==> config.mk <==
export PLATFORM = sky130hd
export DESIGN_NAME = stroke_line_rasterizer
export DESIGN_NICKNAME = d
export VERILOG_FILES = /design/src/hw/rtl/slr_pkg.sv /design/src/hw/rtl/slr_cfg_regs.sv /design/src/hw/rtl/slr_stepper.sv /design/src/hw/rtl/stroke_line_rasterizer.sv
export SDC_FILE = /design/constraint.sdc
export NUM_CORES = 1
export LEC_CHECK = 0
export ABC_AREA = 1
export BUFFER_PORTS_ARGS = -buffer_cell sky130_fd_sc_hd__buf_4
export CORE_MARGIN = 5
export CORE_UTILIZATION = 56
export DETAILED_ROUTE_END_ITERATION = 6
export PLACE_DENSITY = 0.77
export SLEW_MARGIN = 25
export SYNTH_ARGS = -nofsm -noshare
export SYNTH_HDL_FRONTEND = slang
export SYNTH_SLANG_ARGS = --single-unit
==> constraint.sdc <==
create_clock -name clk_i -period 3.69 [get_ports clk_i]
set_input_delay 0.5535 -clock clk_i [delete_from_list [all_inputs] [get_ports clk_i]]
set_output_delay 0.5535 -clock clk_i [all_outputs]
set_load 0.1 [all_outputs]
==> src/hw/rtl/slr_pkg.sv <==
// Shared types and constants of the stroke line rasterizer.
// Used by every module of the block; depends on nothing.
package slr_pkg;

  localparam int unsigned CoordW   = 6;
  localparam int unsigned MapDimW  = 7;
  localparam int unsigned CfgIdxW  = 2;
  localparam int unsigned CfgDataW = 7;
  localparam int unsigned ErrW     = 8;
  localparam int unsigned GridDimDefault = 64;

  localparam logic [MapDimW-1:0] MapWidthReset  = 7'd64;
  localparam logic [MapDimW-1:0] MapHeightReset = 7'd64;

  typedef enum logic [1:0] {
    OP_PRESS   = 2'd0,
    OP_MOVE    = 2'd1,
    OP_RELEASE = 2'd2
  } op_e;

  typedef enum logic [CfgIdxW-1:0] {
    CFG_MAP_WIDTH     = 2'd0,
    CFG_MAP_HEIGHT    = 2'd1,
    CFG_ITEM_SELECTED = 2'd2
  } cfg_idx_e;

  typedef enum logic [1:0] {
    ST_IDLE,
    ST_SWAP,
    ST_ORDER,
    ST_DRAW
  } state_e;

  typedef struct packed {
    logic [MapDimW-1:0] map_width;
    logic [MapDimW-1:0] map_height;
    logic               item_selected;
  } cfg_t;

  typedef struct packed {
    logic load;
    logic swap;
    logic order;
    logic step;
  } step_ctrl_t;

  typedef struct packed {
    logic [CoordW-1:0] point_x;
    logic [CoordW-1:0] point_y;
    logic              done;
  } step_stat_t;

endpackage

==> src/hw/rtl/slr_cfg_regs.sv <==
// Configuration registers of the stroke line rasterizer: map size and item flag.
// Depends on slr_pkg for the register indexes and reset values.
module slr_cfg_regs (
  input  logic                          clk_i,
  input  logic                          rst_ni,
  input  logic                          cfg_valid_i,
  output logic                          cfg_ready_o,
  input  logic [slr_pkg::CfgIdxW-1:0]   cfg_index_i,
  input  logic [slr_pkg::CfgDataW-1:0]  cfg_data_i,
  output slr_pkg::cfg_t                 cfg_o
);

  slr_pkg::cfg_t cfg_q, cfg_d;

  assign cfg_ready_o = 1'b1;
  assign cfg_o       = cfg_q;

  always_comb begin
    cfg_d = cfg_q;
    if (cfg_valid_i) begin
      case (cfg_index_i)
        slr_pkg::CFG_MAP_WIDTH:     cfg_d.map_width     = cfg_data_i;
        slr_pkg::CFG_MAP_HEIGHT:    cfg_d.map_height    = cfg_data_i;
        slr_pkg::CFG_ITEM_SELECTED: cfg_d.item_selected = cfg_data_i[0];
        default: ;
      endcase
    end
  end

  always_ff @(posedge clk_i or negedge rst_ni) begin
    if (!rst_ni) begin
      cfg_q.map_width     <= slr_pkg::MapWidthReset;
      cfg_q.map_height    <= slr_pkg::MapHeightReset;
      cfg_q.item_selected <= 1'b0;
    end else begin
      cfg_q <= cfg_d;
    end
  end

endmodule

==> src/hw/rtl/slr_stepper.sv <==
// Iterative Bresenham unit: axis swap, endpoint ordering, then one point per step.
// Controlled by the sequencer in the top level; depends on slr_pkg.
module slr_stepper (
  input  logic                        clk_i,
  input  slr_pkg::step_ctrl_t         ctrl_i,
  input  logic [slr_pkg::CoordW-1:0]  x0_i,
  input  logic [slr_pkg::CoordW-1:0]  y0_i,
  input  logic [slr_pkg::CoordW-1:0]  x1_i,
  input  logic [slr_pkg::CoordW-1:0]  y1_i,
  output slr_pkg::step_stat_t         stat_o
);

  localparam int unsigned CW = slr_pkg::CoordW;
  localparam int unsigned EW = slr_pkg::ErrW;

  logic [CW-1:0] maj_q, min_q, end_maj_q, end_min_q;
  logic [CW-1:0] dx_q, dy_q;
  logic          steep_q, ystep_neg_q;
  logic [EW-1:0] err_q;

  logic [CW-1:0] adx, ady;
  logic          steep;
  logic          gt;
  logic [CW-1:0] s_maj, s_min, e_maj, e_min;
  logic          neg;
  logic [CW-1:0] dx, dy;
  logic [EW-1:0] err_sub;

  always_comb begin
    adx   = (maj_q >= end_maj_q) ? (maj_q - end_maj_q) : (end_maj_q - maj_q);
    ady   = (min_q >= end_min_q) ? (min_q - end_min_q) : (end_min_q - min_q);
    steep = ady > adx;

    gt    = maj_q > end_maj_q;
    s_maj = gt ? end_maj_q : maj_q;
    s_min = gt ? end_min_q : min_q;
    e_maj = gt ? maj_q : end_maj_q;
    e_min = gt ? min_q : end_min_q;
    neg   = s_min > e_min;
    dx    = e_maj - s_maj;
    dy    = neg ? (s_min - e_min) : (e_min - s_min);

    err_sub = err_q - {{(EW-CW){1'b0}}, dy_q};
  end

  always_ff @(posedge clk_i) begin
    if (ctrl_i.load) begin
      maj_q     <= x0_i;
      min_q     <= y0_i;
      end_maj_q <= x1_i;
      end_min_q <= y1_i;
    end else if (ctrl_i.swap) begin
      steep_q <= steep;
      if (steep) begin
        maj_q     <= min_q;
        min_q     <= maj_q;
        end_maj_q <= end_min_q;
        end_min_q <= end_maj_q;
      end
    end else if (ctrl_i.order) begin
      maj_q       <= s_maj;
      min_q       <= s_min;
      end_maj_q   <= e_maj;
      end_min_q   <= e_min;
      dx_q        <= dx;
      dy_q        <= dy;
      ystep_neg_q <= neg;
      err_q       <= {{(EW-CW+1){1'b0}}, dx[CW-1:1]};
    end else if (ctrl_i.step) begin
      maj_q <= maj_q + 1'b1;
      if (err_sub[EW-1]) begin
        min_q <= ystep_neg_q ? (min_q - 1'b1) : (min_q + 1'b1);
        err_q <= err_sub + {{(EW-CW){1'b0}}, dx_q};
      end else begin
        err_q <= err_sub;
      end
    end
  end

  assign stat_o.point_x = steep_q ? min_q : maj_q;
  assign stat_o.point_y = steep_q ? maj_q : min_q;
  assign stat_o.done    = maj_q == end_maj_q;

endmodule

==> src/hw/rtl/stroke_line_rasterizer.sv <==
// Top level of the stroke line rasterizer: event decode, anchor, sequencer, output register.
// Instantiates slr_cfg_regs and slr_stepper; depends on slr_pkg.
//
//   Channel  Direction  Handshake                  Payload
//   in       sink       in_valid_i / in_stall_o    opcode, left_button, tile_x, tile_y
//   out      source     out_valid_o / out_stall_i  point_x, point_y, in_bounds, last
//   cfg      sink       cfg_valid_i / cfg_ready_o  cfg_index_i, cfg_data_i
//
// An event that draws goes through line setup in the shared stepper (load, swap, order),
// then yields its points; other events are taken without setup. The stepper's single add
// and compare path sets the rate of one point per cycle while the output is not stalled.
// The input is stalled while a line is being drawn; an output stall holds the stepper.
// Reset clears the anchor, the sequencer and the output valid and loads the map size.
module stroke_line_rasterizer #(
  parameter int unsigned GRID_DIM = slr_pkg::GridDimDefault
) (
  input  logic                          clk_i,
  input  logic                          rst_ni,
  input  logic                          in_valid_i,
  output logic                          in_stall_o,
  input  logic [1:0]                    in_opcode_i,
  input  logic                          in_left_button_i,
  input  logic [slr_pkg::CoordW-1:0]    in_tile_x_i,
  input  logic [slr_pkg::CoordW-1:0]    in_tile_y_i,
  output logic                          out_valid_o,
  input  logic                          out_stall_i,
  output logic [slr_pkg::CoordW-1:0]    out_point_x_o,
  output logic [slr_pkg::CoordW-1:0]    out_point_y_o,
  output logic                          out_in_bounds_o,
  output logic                          out_last_o,
  input  logic                          cfg_valid_i,
  output logic                          cfg_ready_o,
  input  logic [slr_pkg::CfgIdxW-1:0]   cfg_index_i,
  input  logic [slr_pkg::CfgDataW-1:0]  cfg_data_i
);

  localparam int unsigned CW = slr_pkg::CoordW;
  localparam logic [CW-1:0] MaxCoord = CW'(GRID_DIM - 1);

  slr_pkg::cfg_t       cfg;
  slr_pkg::step_ctrl_t ctrl;
  slr_pkg::step_stat_t stat;
  slr_pkg::state_e     state_q, state_d;

  logic [CW-1:0] anchor_x_q, anchor_y_q, anchor_x_d, anchor_y_d;
  logic          anchor_valid_q, anchor_valid_d;

  logic          out_valid_q, out_valid_d;
  logic [CW-1:0] out_x_q, out_y_q;
  logic          out_in_bounds_q, out_last_q;

  logic          in_fire, start, advance;
  logic [CW-1:0] tx, ty, x0, y0;
  logic          at_anchor;

  slr_cfg_regs u_cfg (
    .clk_i       (clk_i),
    .rst_ni      (rst_ni),
    .cfg_valid_i (cfg_valid_i),
    .cfg_ready_o (cfg_ready_o),
    .cfg_index_i (cfg_index_i),
    .cfg_data_i  (cfg_data_i),
    .cfg_o       (cfg)
  );

  slr_stepper u_stepper (
    .clk_i  (clk_i),
    .ctrl_i (ctrl),
    .x0_i   (x0),
    .y0_i   (y0),
    .x1_i   (tx),
    .y1_i   (ty),
    .stat_o (stat)
  );

  assign in_fire = in_valid_i && !in_stall_o;
  assign advance = !out_valid_q || !out_stall_i;

  // Event decode and anchor update.
  always_comb begin
    tx = (in_tile_x_i > MaxCoord) ? MaxCoord : in_tile_x_i;
    ty = (in_tile_y_i > MaxCoord) ? MaxCoord : in_tile_y_i;
    at_anchor      = anchor_valid_q && (anchor_x_q == tx) && (anchor_y_q == ty);
    start          = 1'b0;
    x0             = tx;
    y0             = ty;
    anchor_x_d     = anchor_x_q;
    anchor_y_d     = anchor_y_q;
    anchor_valid_d = anchor_valid_q;
    if (in_fire) begin
      case (in_opcode_i)
        slr_pkg::OP_PRESS: begin
          if (in_left_button_i && cfg.item_selected) begin
            start          = 1'b1;
            anchor_x_d     = tx;
            anchor_y_d     = ty;
            anchor_valid_d = 1'b1;
          end
        end
        slr_pkg::OP_MOVE: begin
          if (in_left_button_i && !at_anchor) begin
            start          = cfg.item_selected;
            if (anchor_valid_q) begin
              x0 = anchor_x_q;
              y0 = anchor_y_q;
            end
            anchor_x_d     = tx;
            anchor_y_d     = ty;
            anchor_valid_d = 1'b1;
          end
        end
        slr_pkg::OP_RELEASE: anchor_valid_d = 1'b0;
        default: ;
      endcase
    end
  end

  // Sequencer next state.
  always_comb begin
    state_d = state_q;
    case (state_q)
      slr_pkg::ST_IDLE:  if (start) state_d = slr_pkg::ST_SWAP;
      slr_pkg::ST_SWAP:  state_d = slr_pkg::ST_ORDER;
      slr_pkg::ST_ORDER: state_d = slr_pkg::ST_DRAW;
      slr_pkg::ST_DRAW:  if (advance && stat.done) state_d = slr_pkg::ST_IDLE;
      default:           state_d = slr_pkg::ST_IDLE;
    endcase
  end

  // Sequencer outputs.
  always_comb begin
    ctrl       = '0;
    in_stall_o = 1'b1;
    case (state_q)
      slr_pkg::ST_IDLE: begin
        in_stall_o = 1'b0;
        ctrl.load  = start;
      end
      slr_pkg::ST_SWAP:  ctrl.swap  = 1'b1;
      slr_pkg::ST_ORDER: ctrl.order = 1'b1;
      slr_pkg::ST_DRAW:  ctrl.step  = advance;
      default: ;
    endcase
  end

  always_comb begin
    out_valid_d = out_valid_q;
    if (ctrl.step) begin
      out_valid_d = 1'b1;
    end else if (!out_stall_i) begin
      out_valid_d = 1'b0;
    end
  end

  always_ff @(posedge clk_i or negedge rst_ni) begin
    if (!rst_ni) begin
      state_q        <= slr_pkg::ST_IDLE;
      anchor_x_q     <= '0;
      anchor_y_q     <= '0;
      anchor_valid_q <= 1'b0;
      out_valid_q    <= 1'b0;
    end else begin
      state_q        <= state_d;
      anchor_x_q     <= anchor_x_d;
      anchor_y_q     <= anchor_y_d;
      anchor_valid_q <= anchor_valid_d;
      out_valid_q    <= out_valid_d;
    end
  end

  always_ff @(posedge clk_i) begin
    if (ctrl.step) begin
      out_x_q         <= stat.point_x;
      out_y_q         <= stat.point_y;
      out_in_bounds_q <= ({1'b0, stat.point_x} < cfg.map_width) &&
                         ({1'b0, stat.point_y} < cfg.map_height);
      out_last_q      <= stat.done;
    end
  end

  assign out_valid_o     = out_valid_q;
  assign out_point_x_o   = out_x_q;
  assign out_point_y_o   = out_y_q;
  assign out_in_bounds_o = out_in_bounds_q;
  assign out_last_o      = out_last_q;

endmodule

# After elaboration in Yosys (flattened, before gate mapping)
# Cells that the tools add are included.
[op_classes]
addsub = 12
order_cmp = 9
n_eq_ne = 16
n_mux = 65
bitwise_logic = 2
n_reduce_logical = 32
[ops]
columns = ["cell", "count"]
rows = [
  ["6-bit two-way mux", 43],
  ["6-bit subtractor", 7],
  ["6-bit case mux with 2 select lines", 2],
  ["6-bit equality test", 3],
  ["6-bit greater-than comparator", 3],
  ["8-bit two-way mux", 2],
  ["6-bit by 7-bit < comparator with 1-bit output", 2],
  ["2-bit AND reduction", 7],
  ["6-bit by 1-bit adder with 6-bit output, second input constant", 2],
  ["6-bit greater-or-equal comparator", 2],
  ["6-bit greater-than comparator, second input constant", 2],
  ["1-bit two-way mux", 12],
  ["3-bit AND reduction", 3],
  ["8-bit by 6-bit adder with 8-bit output", 1],
  ["2-bit equality test, second input constant", 4],
  ["2-bit inequality test, second input constant", 4],
  ["2-bit case mux with 4 select lines", 1],
  ["4-bit AND reduction", 2],
  ["4-bit nonzero test", 2],
  ["8-bit by 6-bit subtractor with 8-bit output", 1],
  ["1-bit logical AND", 7],
  ["2-bit by 1-bit equality test with 1-bit output, second input constant", 3],
  ["2-bit logical NOT", 3],
  ["3-bit nonzero test", 2],
  ["11 further kinds", 16],
]
[totals]
register_bits = 91
in_bits = 29
output_inout_bits = 17
wordCells = 158

# Longest topological paths before layout
[depth]
ltp_word = 13
ltp_mapped = 25
depth_no_buf = 22

# By module
# From an unflattened synthesis, not the netlist that was laid out.
[hier_totals]
hier_cells = 1035
area_unflattened_um2 = 7712.4
[modules_own_cells]
columns = ["mod", "instances", "cells_per_inst", "area_per_inst_um2", "seq_area_each_um2"]
rows = [
  ["slr_stepper", 1, 715, 5136.2, 1381.3],
  ["stroke_line_rasterizer", 1, 249, 1918.1, 820.8],
  ["slr_cfg_regs", 1, 71, 658.1, 377.9],
]

# Least setup slack after synthesis
# No wires, ideal clock.
[synth_path]
kind = "reg-to-reg"
startpoint = "reg u_stepper.maj_q[0]"
endpoint = "reg u_stepper.min_q[0] (enable)"
setup_time_ns = 0.350
arrival_ns = 3.417
t_required_ns = 3.340
path_slack_ns = -0.077
stages_incl_launch_ff = 24
n_path_buf = 1
period_less_slack_ns = 3.767
cell_sequence = "edfxtp_1 -> inv_1 -> ha_1 -> inv_1 -> fa_1 -> nand2_2 -> nand3_4 -> buf_2 -> nor2_2 -> nand2_1 -> o21ai_0 -> xor2_1 -> inv_1 -> ha_1 -> nand2_1 -> o21ai_0 -> a21oi_1 -> o21ai_0 -> o21ai_0 -> inv_1 -> nor2_1 -> inv_1 -> nand2_1 -> nor2_1"
[synth_via]
elab_chain_cells = 5
elab_cells_between_ends = 7
cone_classes = "add/sub (2); order compare (2); eq/ne (1); mux (1); reduce/logical (1)"
[synth_lines]
columns = ["item", "line", "text"]
rows = [
  ["start: declaration", "slr_stepper.sv:16", "logic [CW-1:0] maj_q, min_q, end_maj_q, end_min_q;"],
  ["start signal: assignment", "slr_stepper.sv:48", "maj_q <= x0_i;"],
  ["start signal: assignment", "slr_stepper.sv:55", "maj_q <= min_q;"],
  ["start signal: assignment", "slr_stepper.sv:61", "maj_q <= s_maj;"],
  ["6-bit subtractor / 6-bit greater-or-equal comparator (equally long branches)", "slr_stepper.sv:30", "adx = (maj_q >= end_maj_q) ? (maj_q - end_maj_q) : (end_maj_q - maj_q);"],
  ["6-bit two-way mux *", "slr_stepper.sv:30", ""],
  ["6-bit greater-than comparator *", "slr_stepper.sv:32", "steep = ady > adx;"],
  ["via u_stepper.steep", "slr_stepper.sv:22", "logic steep;"],
  ["3-bit by 1-bit inequality test with 1-bit output (no line) *", "--", ""],
  ["3-bit AND reduction (no line) *", "--", ""],
  ["end signal: assignment", "slr_stepper.sv:49", "min_q <= y0_i;"],
  ["end signal: assignment", "slr_stepper.sv:56", "min_q <= maj_q;"],
  ["end signal: assignment", "slr_stepper.sv:62", "min_q <= s_min;"],
  ["end: declaration", "slr_stepper.sv:16", ""],
]
# Mark *: on every way through the listed nets, which the timed path passes. The rest lies on a longest branch.
# A chain may end at the register's enable or synchronous reset.

# Worst setup path after layout
[layout_path]
startpoint = "reg u_stepper.min_q[0]"
endpoint = "reg u_stepper.min_q[2] (enable)"
[layout_via]
elab_chain_cells = 5
elab_cells_between_ends = 7
cone_classes = "add/sub (2); order compare (2); eq/ne (1); mux (1); reduce/logical (1)"
[layout_lines]
columns = ["item", "line", "text"]
rows = [
  ["6-bit subtractor / 6-bit greater-or-equal comparator (equally long branches)", "slr_stepper.sv:31", "ady = (min_q >= end_min_q) ? (min_q - end_min_q) : (end_min_q - min_q);"],
  ["6-bit two-way mux *", "slr_stepper.sv:31", ""],
  ["6-bit greater-than comparator *", "slr_stepper.sv:32", ""],
  ["via u_stepper.steep", "slr_stepper.sv:22", ""],
  ["3-bit by 1-bit inequality test with 1-bit output (no line) *", "--", ""],
  ["3-bit AND reduction (no line) *", "--", ""],
]
# Marks and branches as above.

==> impl_metrics.csv <==
group,metric,value,unit
global_route,antenna_found_initial,0,
global_route,grt_pass1_vias,6418,
final_layout,fin_nets,1164,
synth,ys_types,47,
final_layout,drive_gt1_share,13.5,%
cts,tritoncts,"yes",
sta,hold_slack,0.124,ns
sta,timing.fmax,0.286,GHz
sta,tightest_slew,0.764,ns
global_route,grt_pass1_wl,31700,µm
global_route,grt_max_degree,32,
routing,drc,0,
sta,min_period,3.50,ns
worst_setup_path,r2r_start,"u_stepper.min_q[0]$_DFFE_PP_",
floorplanning,initial_core_util,56.9,%
sta,slew_headroom,48.9,%
synth,synth_most_common_cell,"nand2_1",
final_layout,utilization,64.9,%
routing,drt-initial-drc-count,528,
global_route,overflow,0,
worst_setup_path,end_kind,"flop",
cts,clockBufferDepth,2,
final_layout,syn2layout_area_growth,14.1,%
synth,synth.area.top_cells,"edfxtp_1 (24%), nand2_1 (15%), ha_1 (11%)",
run,maxCapViolations,0,
worst_setup_path,critPathMaxFanout,6,
place,routabilityCongestion,0.952,
final_layout,antenna_cells,0,
floorplanning,fp.coreArea,13100,µm²
routing,wire_per_inst,15.3,µm
place,postPlaceCellArea,8140,µm²
cts,cts_made_buffers,9,
synth,syn_area,7470,µm²
worst_setup_path,cp.arrival,3.55,ns
hold_path,hp-class,"in2async",
synth,synth_flop_cell,"edfxtp_1",
sta,hold_viol_final,0,
synth,yosys.area.top_type,"edfxtp_1",
place,hpwl,15200,µm
cts,clock_latency,0.36,ns
sta,final_max_slew_viol_count,0,
synth,ys_ff_latch,91,
cts,cts-root-buf,"clkbuf_16",
sta,period_share,94.8,%
cts,htreeDepth,3,
floorplanning,num_io_pins,46,
routing,drt_pre_antenna_iters,5,
worst_setup_path,critPathLaunchType,"flop",
run_status,outcome,"complete, no violations",
cts,clk_pin_slew,0.07,ns
synth,yosys_warnings,0,
synth,synth_edf_count,60,
synth,ys_async_sr_fraction,34.1,%
final_layout,filler_cell_count,1164,
global_route,grt_util_all_layers,24.9,%
sta,final.setup_skew,0.0122,ns
floorplanning,fp.dieArea,15800,µm²
worst_setup_path,worstPathRequired,3.74,ns
routing,postRouteAntennaNets,0,
synth,synth.avg_cell_area,7.44,µm²
place,port_buffers,44,
floorplanning,die_h,126,µm
cts,cts.sinks,91,
final_layout,final_area,8520,µm²
routing,wl,19100,µm
worst_setup_path,cp-startpoint,"u_stepper.min_q[0]$_DFFE_PP_",
synth,yosysSeqAreaShare,34.5,%
worst_setup_path,path_class,"reg2reg",
synth,synth.top_cell.area_share,24.1,%
sta,setup_violations,0,
routing,vias_per_cell,5.39,
floorplanning,row_count,42,
sta,finalSetupTns,0,ns
routing,via_count,6713,
synth,synth_commonest_cells,"nand2_1 (296), inv_1 (143), o21ai_0 (108), ha_1 (64), nand3_1 (61)",
floorplanning,die_w,126,µm
cts,cts.hold.buffers_added,0,
synth,syn_nets,1104,
synth,synthCells,1004,
[critical path, cell delays in order (launching register included)]
cell,delay (ns)
edfxtp_1,0.41
inv_1,0.10
ha_1,0.19
inv_1,0.07
fa_1,0.43
a21oi_2,0.22
o221ai_2,0.14
buf_4,0.18
o21ai_0,0.21
xor2_1,0.11
ha_1,0.31
nand2_1,0.07
o21ai_1,0.11
o21ai_1,0.08
inv_1,0.11
nor2_1,0.05
inv_1,0.11
nand2_2,0.10
nor2_4,0.21
[sequential cells by signal, indices dropped and copies added, names as in the netlist, named ones only]
register / flops
out_point_y_o: 6
anchor_x_q: 6
u_stepper.steep_q: 1
u_stepper.min_q: 6
u_stepper.maj_q: 5
u_stepper.dx_q: 6
u_stepper.ystep_neg_q: 1
u_cfg.cfg_o: 15
out_in_bounds_o: 1
u_stepper.err_q: 8
u_stepper.end_min_q: 6
anchor_y_q: 6
u_stepper.end_maj_q: 5
u_stepper.dy_q: 6
out_point_x_o: 6
anchor_valid_q: 1
out_last_o: 1
out_valid_o: 1
state_q: 2
[metrics by stage]
stage                     worst slack, ns  cells
after floorplan                   0.00302   1004
after global placement              0.127   1226
after detailed placement          -0.0182   1226
after CTS                        0.000362   1242
after global routing              -0.0319   1245
final                               0.193   1245
[repair_timing]
action	in CTS	in global routing
gates resized for setup	1	20
pin swaps	0	10
setup endpoints to repair	6	24
hold endpoints to repair	0	0
setup buffers	0	3
[per-layer routing]
layer / part of all wire [%] / up-vias / routed length (µm) / track usage (%)
li1: - / 3391 / - / -
met1: 44 / 3072 / 8430 / 34.4
met2: 46 / 211 / 8730 / 39.7
met3: 6.6 / 39 / 1260 / 3.07
met4: 3.6 / 0 / 683 / 10.7
met5: 0 / - / 0 / 0
[path summary, 6_finish.rpt]
| kind | endpoint | slack, ns | depth (start not counted) |
|---|---|---|---|
| min reg2reg | u_cfg.cfg_o[11]$_DFFE_PN0P_ | 0.49 | 2 |
| max reg2reg | u_stepper.min_q[2]$_DFFE_PP_ | 0.19 | 18 |
| max | u_stepper.min_q[2]$_DFFE_PP_ | 0.19 | 18 |
| min | anchor_x_q[2]$_DFFE_PN0P_ | 0.12 | 1 |
| min in group clk_i | out_valid_o$_DFFE_PN0P_ | 0.42 | 3 |
| max in group asynchronous | u_cfg.cfg_o[14]$_DFFE_PN1P_ | 3.24 | 1 |
[cell type report]
type	instances	area, µm²	area share, %
Multi-Input combinational cell	731	4210	49.4
Sequential cell	91	2580	30.3
Timing Repair Buffer	86	674	7.91
Inverter	145	544	6.38
Clock buffer	10	239	2.80
Tap cell	176	220	2.58
Clock inverter	6	55.1	0.646
[cell usage in the layout, fill, tap and decap left out, types with 7 or more instances in the layout]
| master | n |
|---|---|
| a21oi_1 | 34 |
| xor2_1 | 23 |
| dfrtp_1 | 29 |
| nor2_1 | 45 |
| inv_1 | 141 |
| o21ai_1 | 9 |
| nand3_1 | 61 |
| xnor2_1 | 7 |
| ha_1 | 62 |
| clkbuf_16 | 9 |
| edfxtp_1 | 60 |
| nand2_1 | 294 |
| buf_4 | 83 |
| o211ai_1 | 22 |
| o21ai_0 | 103 |
| nand2_2 | 9 |
[kinds of logic (layout without fill, tap and decap cells)]
kind of cell	count (synthesis)	count (layout)	synth area share, %
adder cells (fa/ha/maj)	71	71	12.6
AO/OA/AOI/OAI	188	188	14.0
other	1	1	0.0502
multiplexers	5	5	0.720
AND/OR/NAND/NOR	435	435	24.4
flip-flops	91	91	34.5
XOR/XNOR	31	31	3.73
buffers and inverters	182	247	9.98
Power is not shown: default switching activity piles up to over one toggle a cycle in this logic, so the estimate is an artifact.
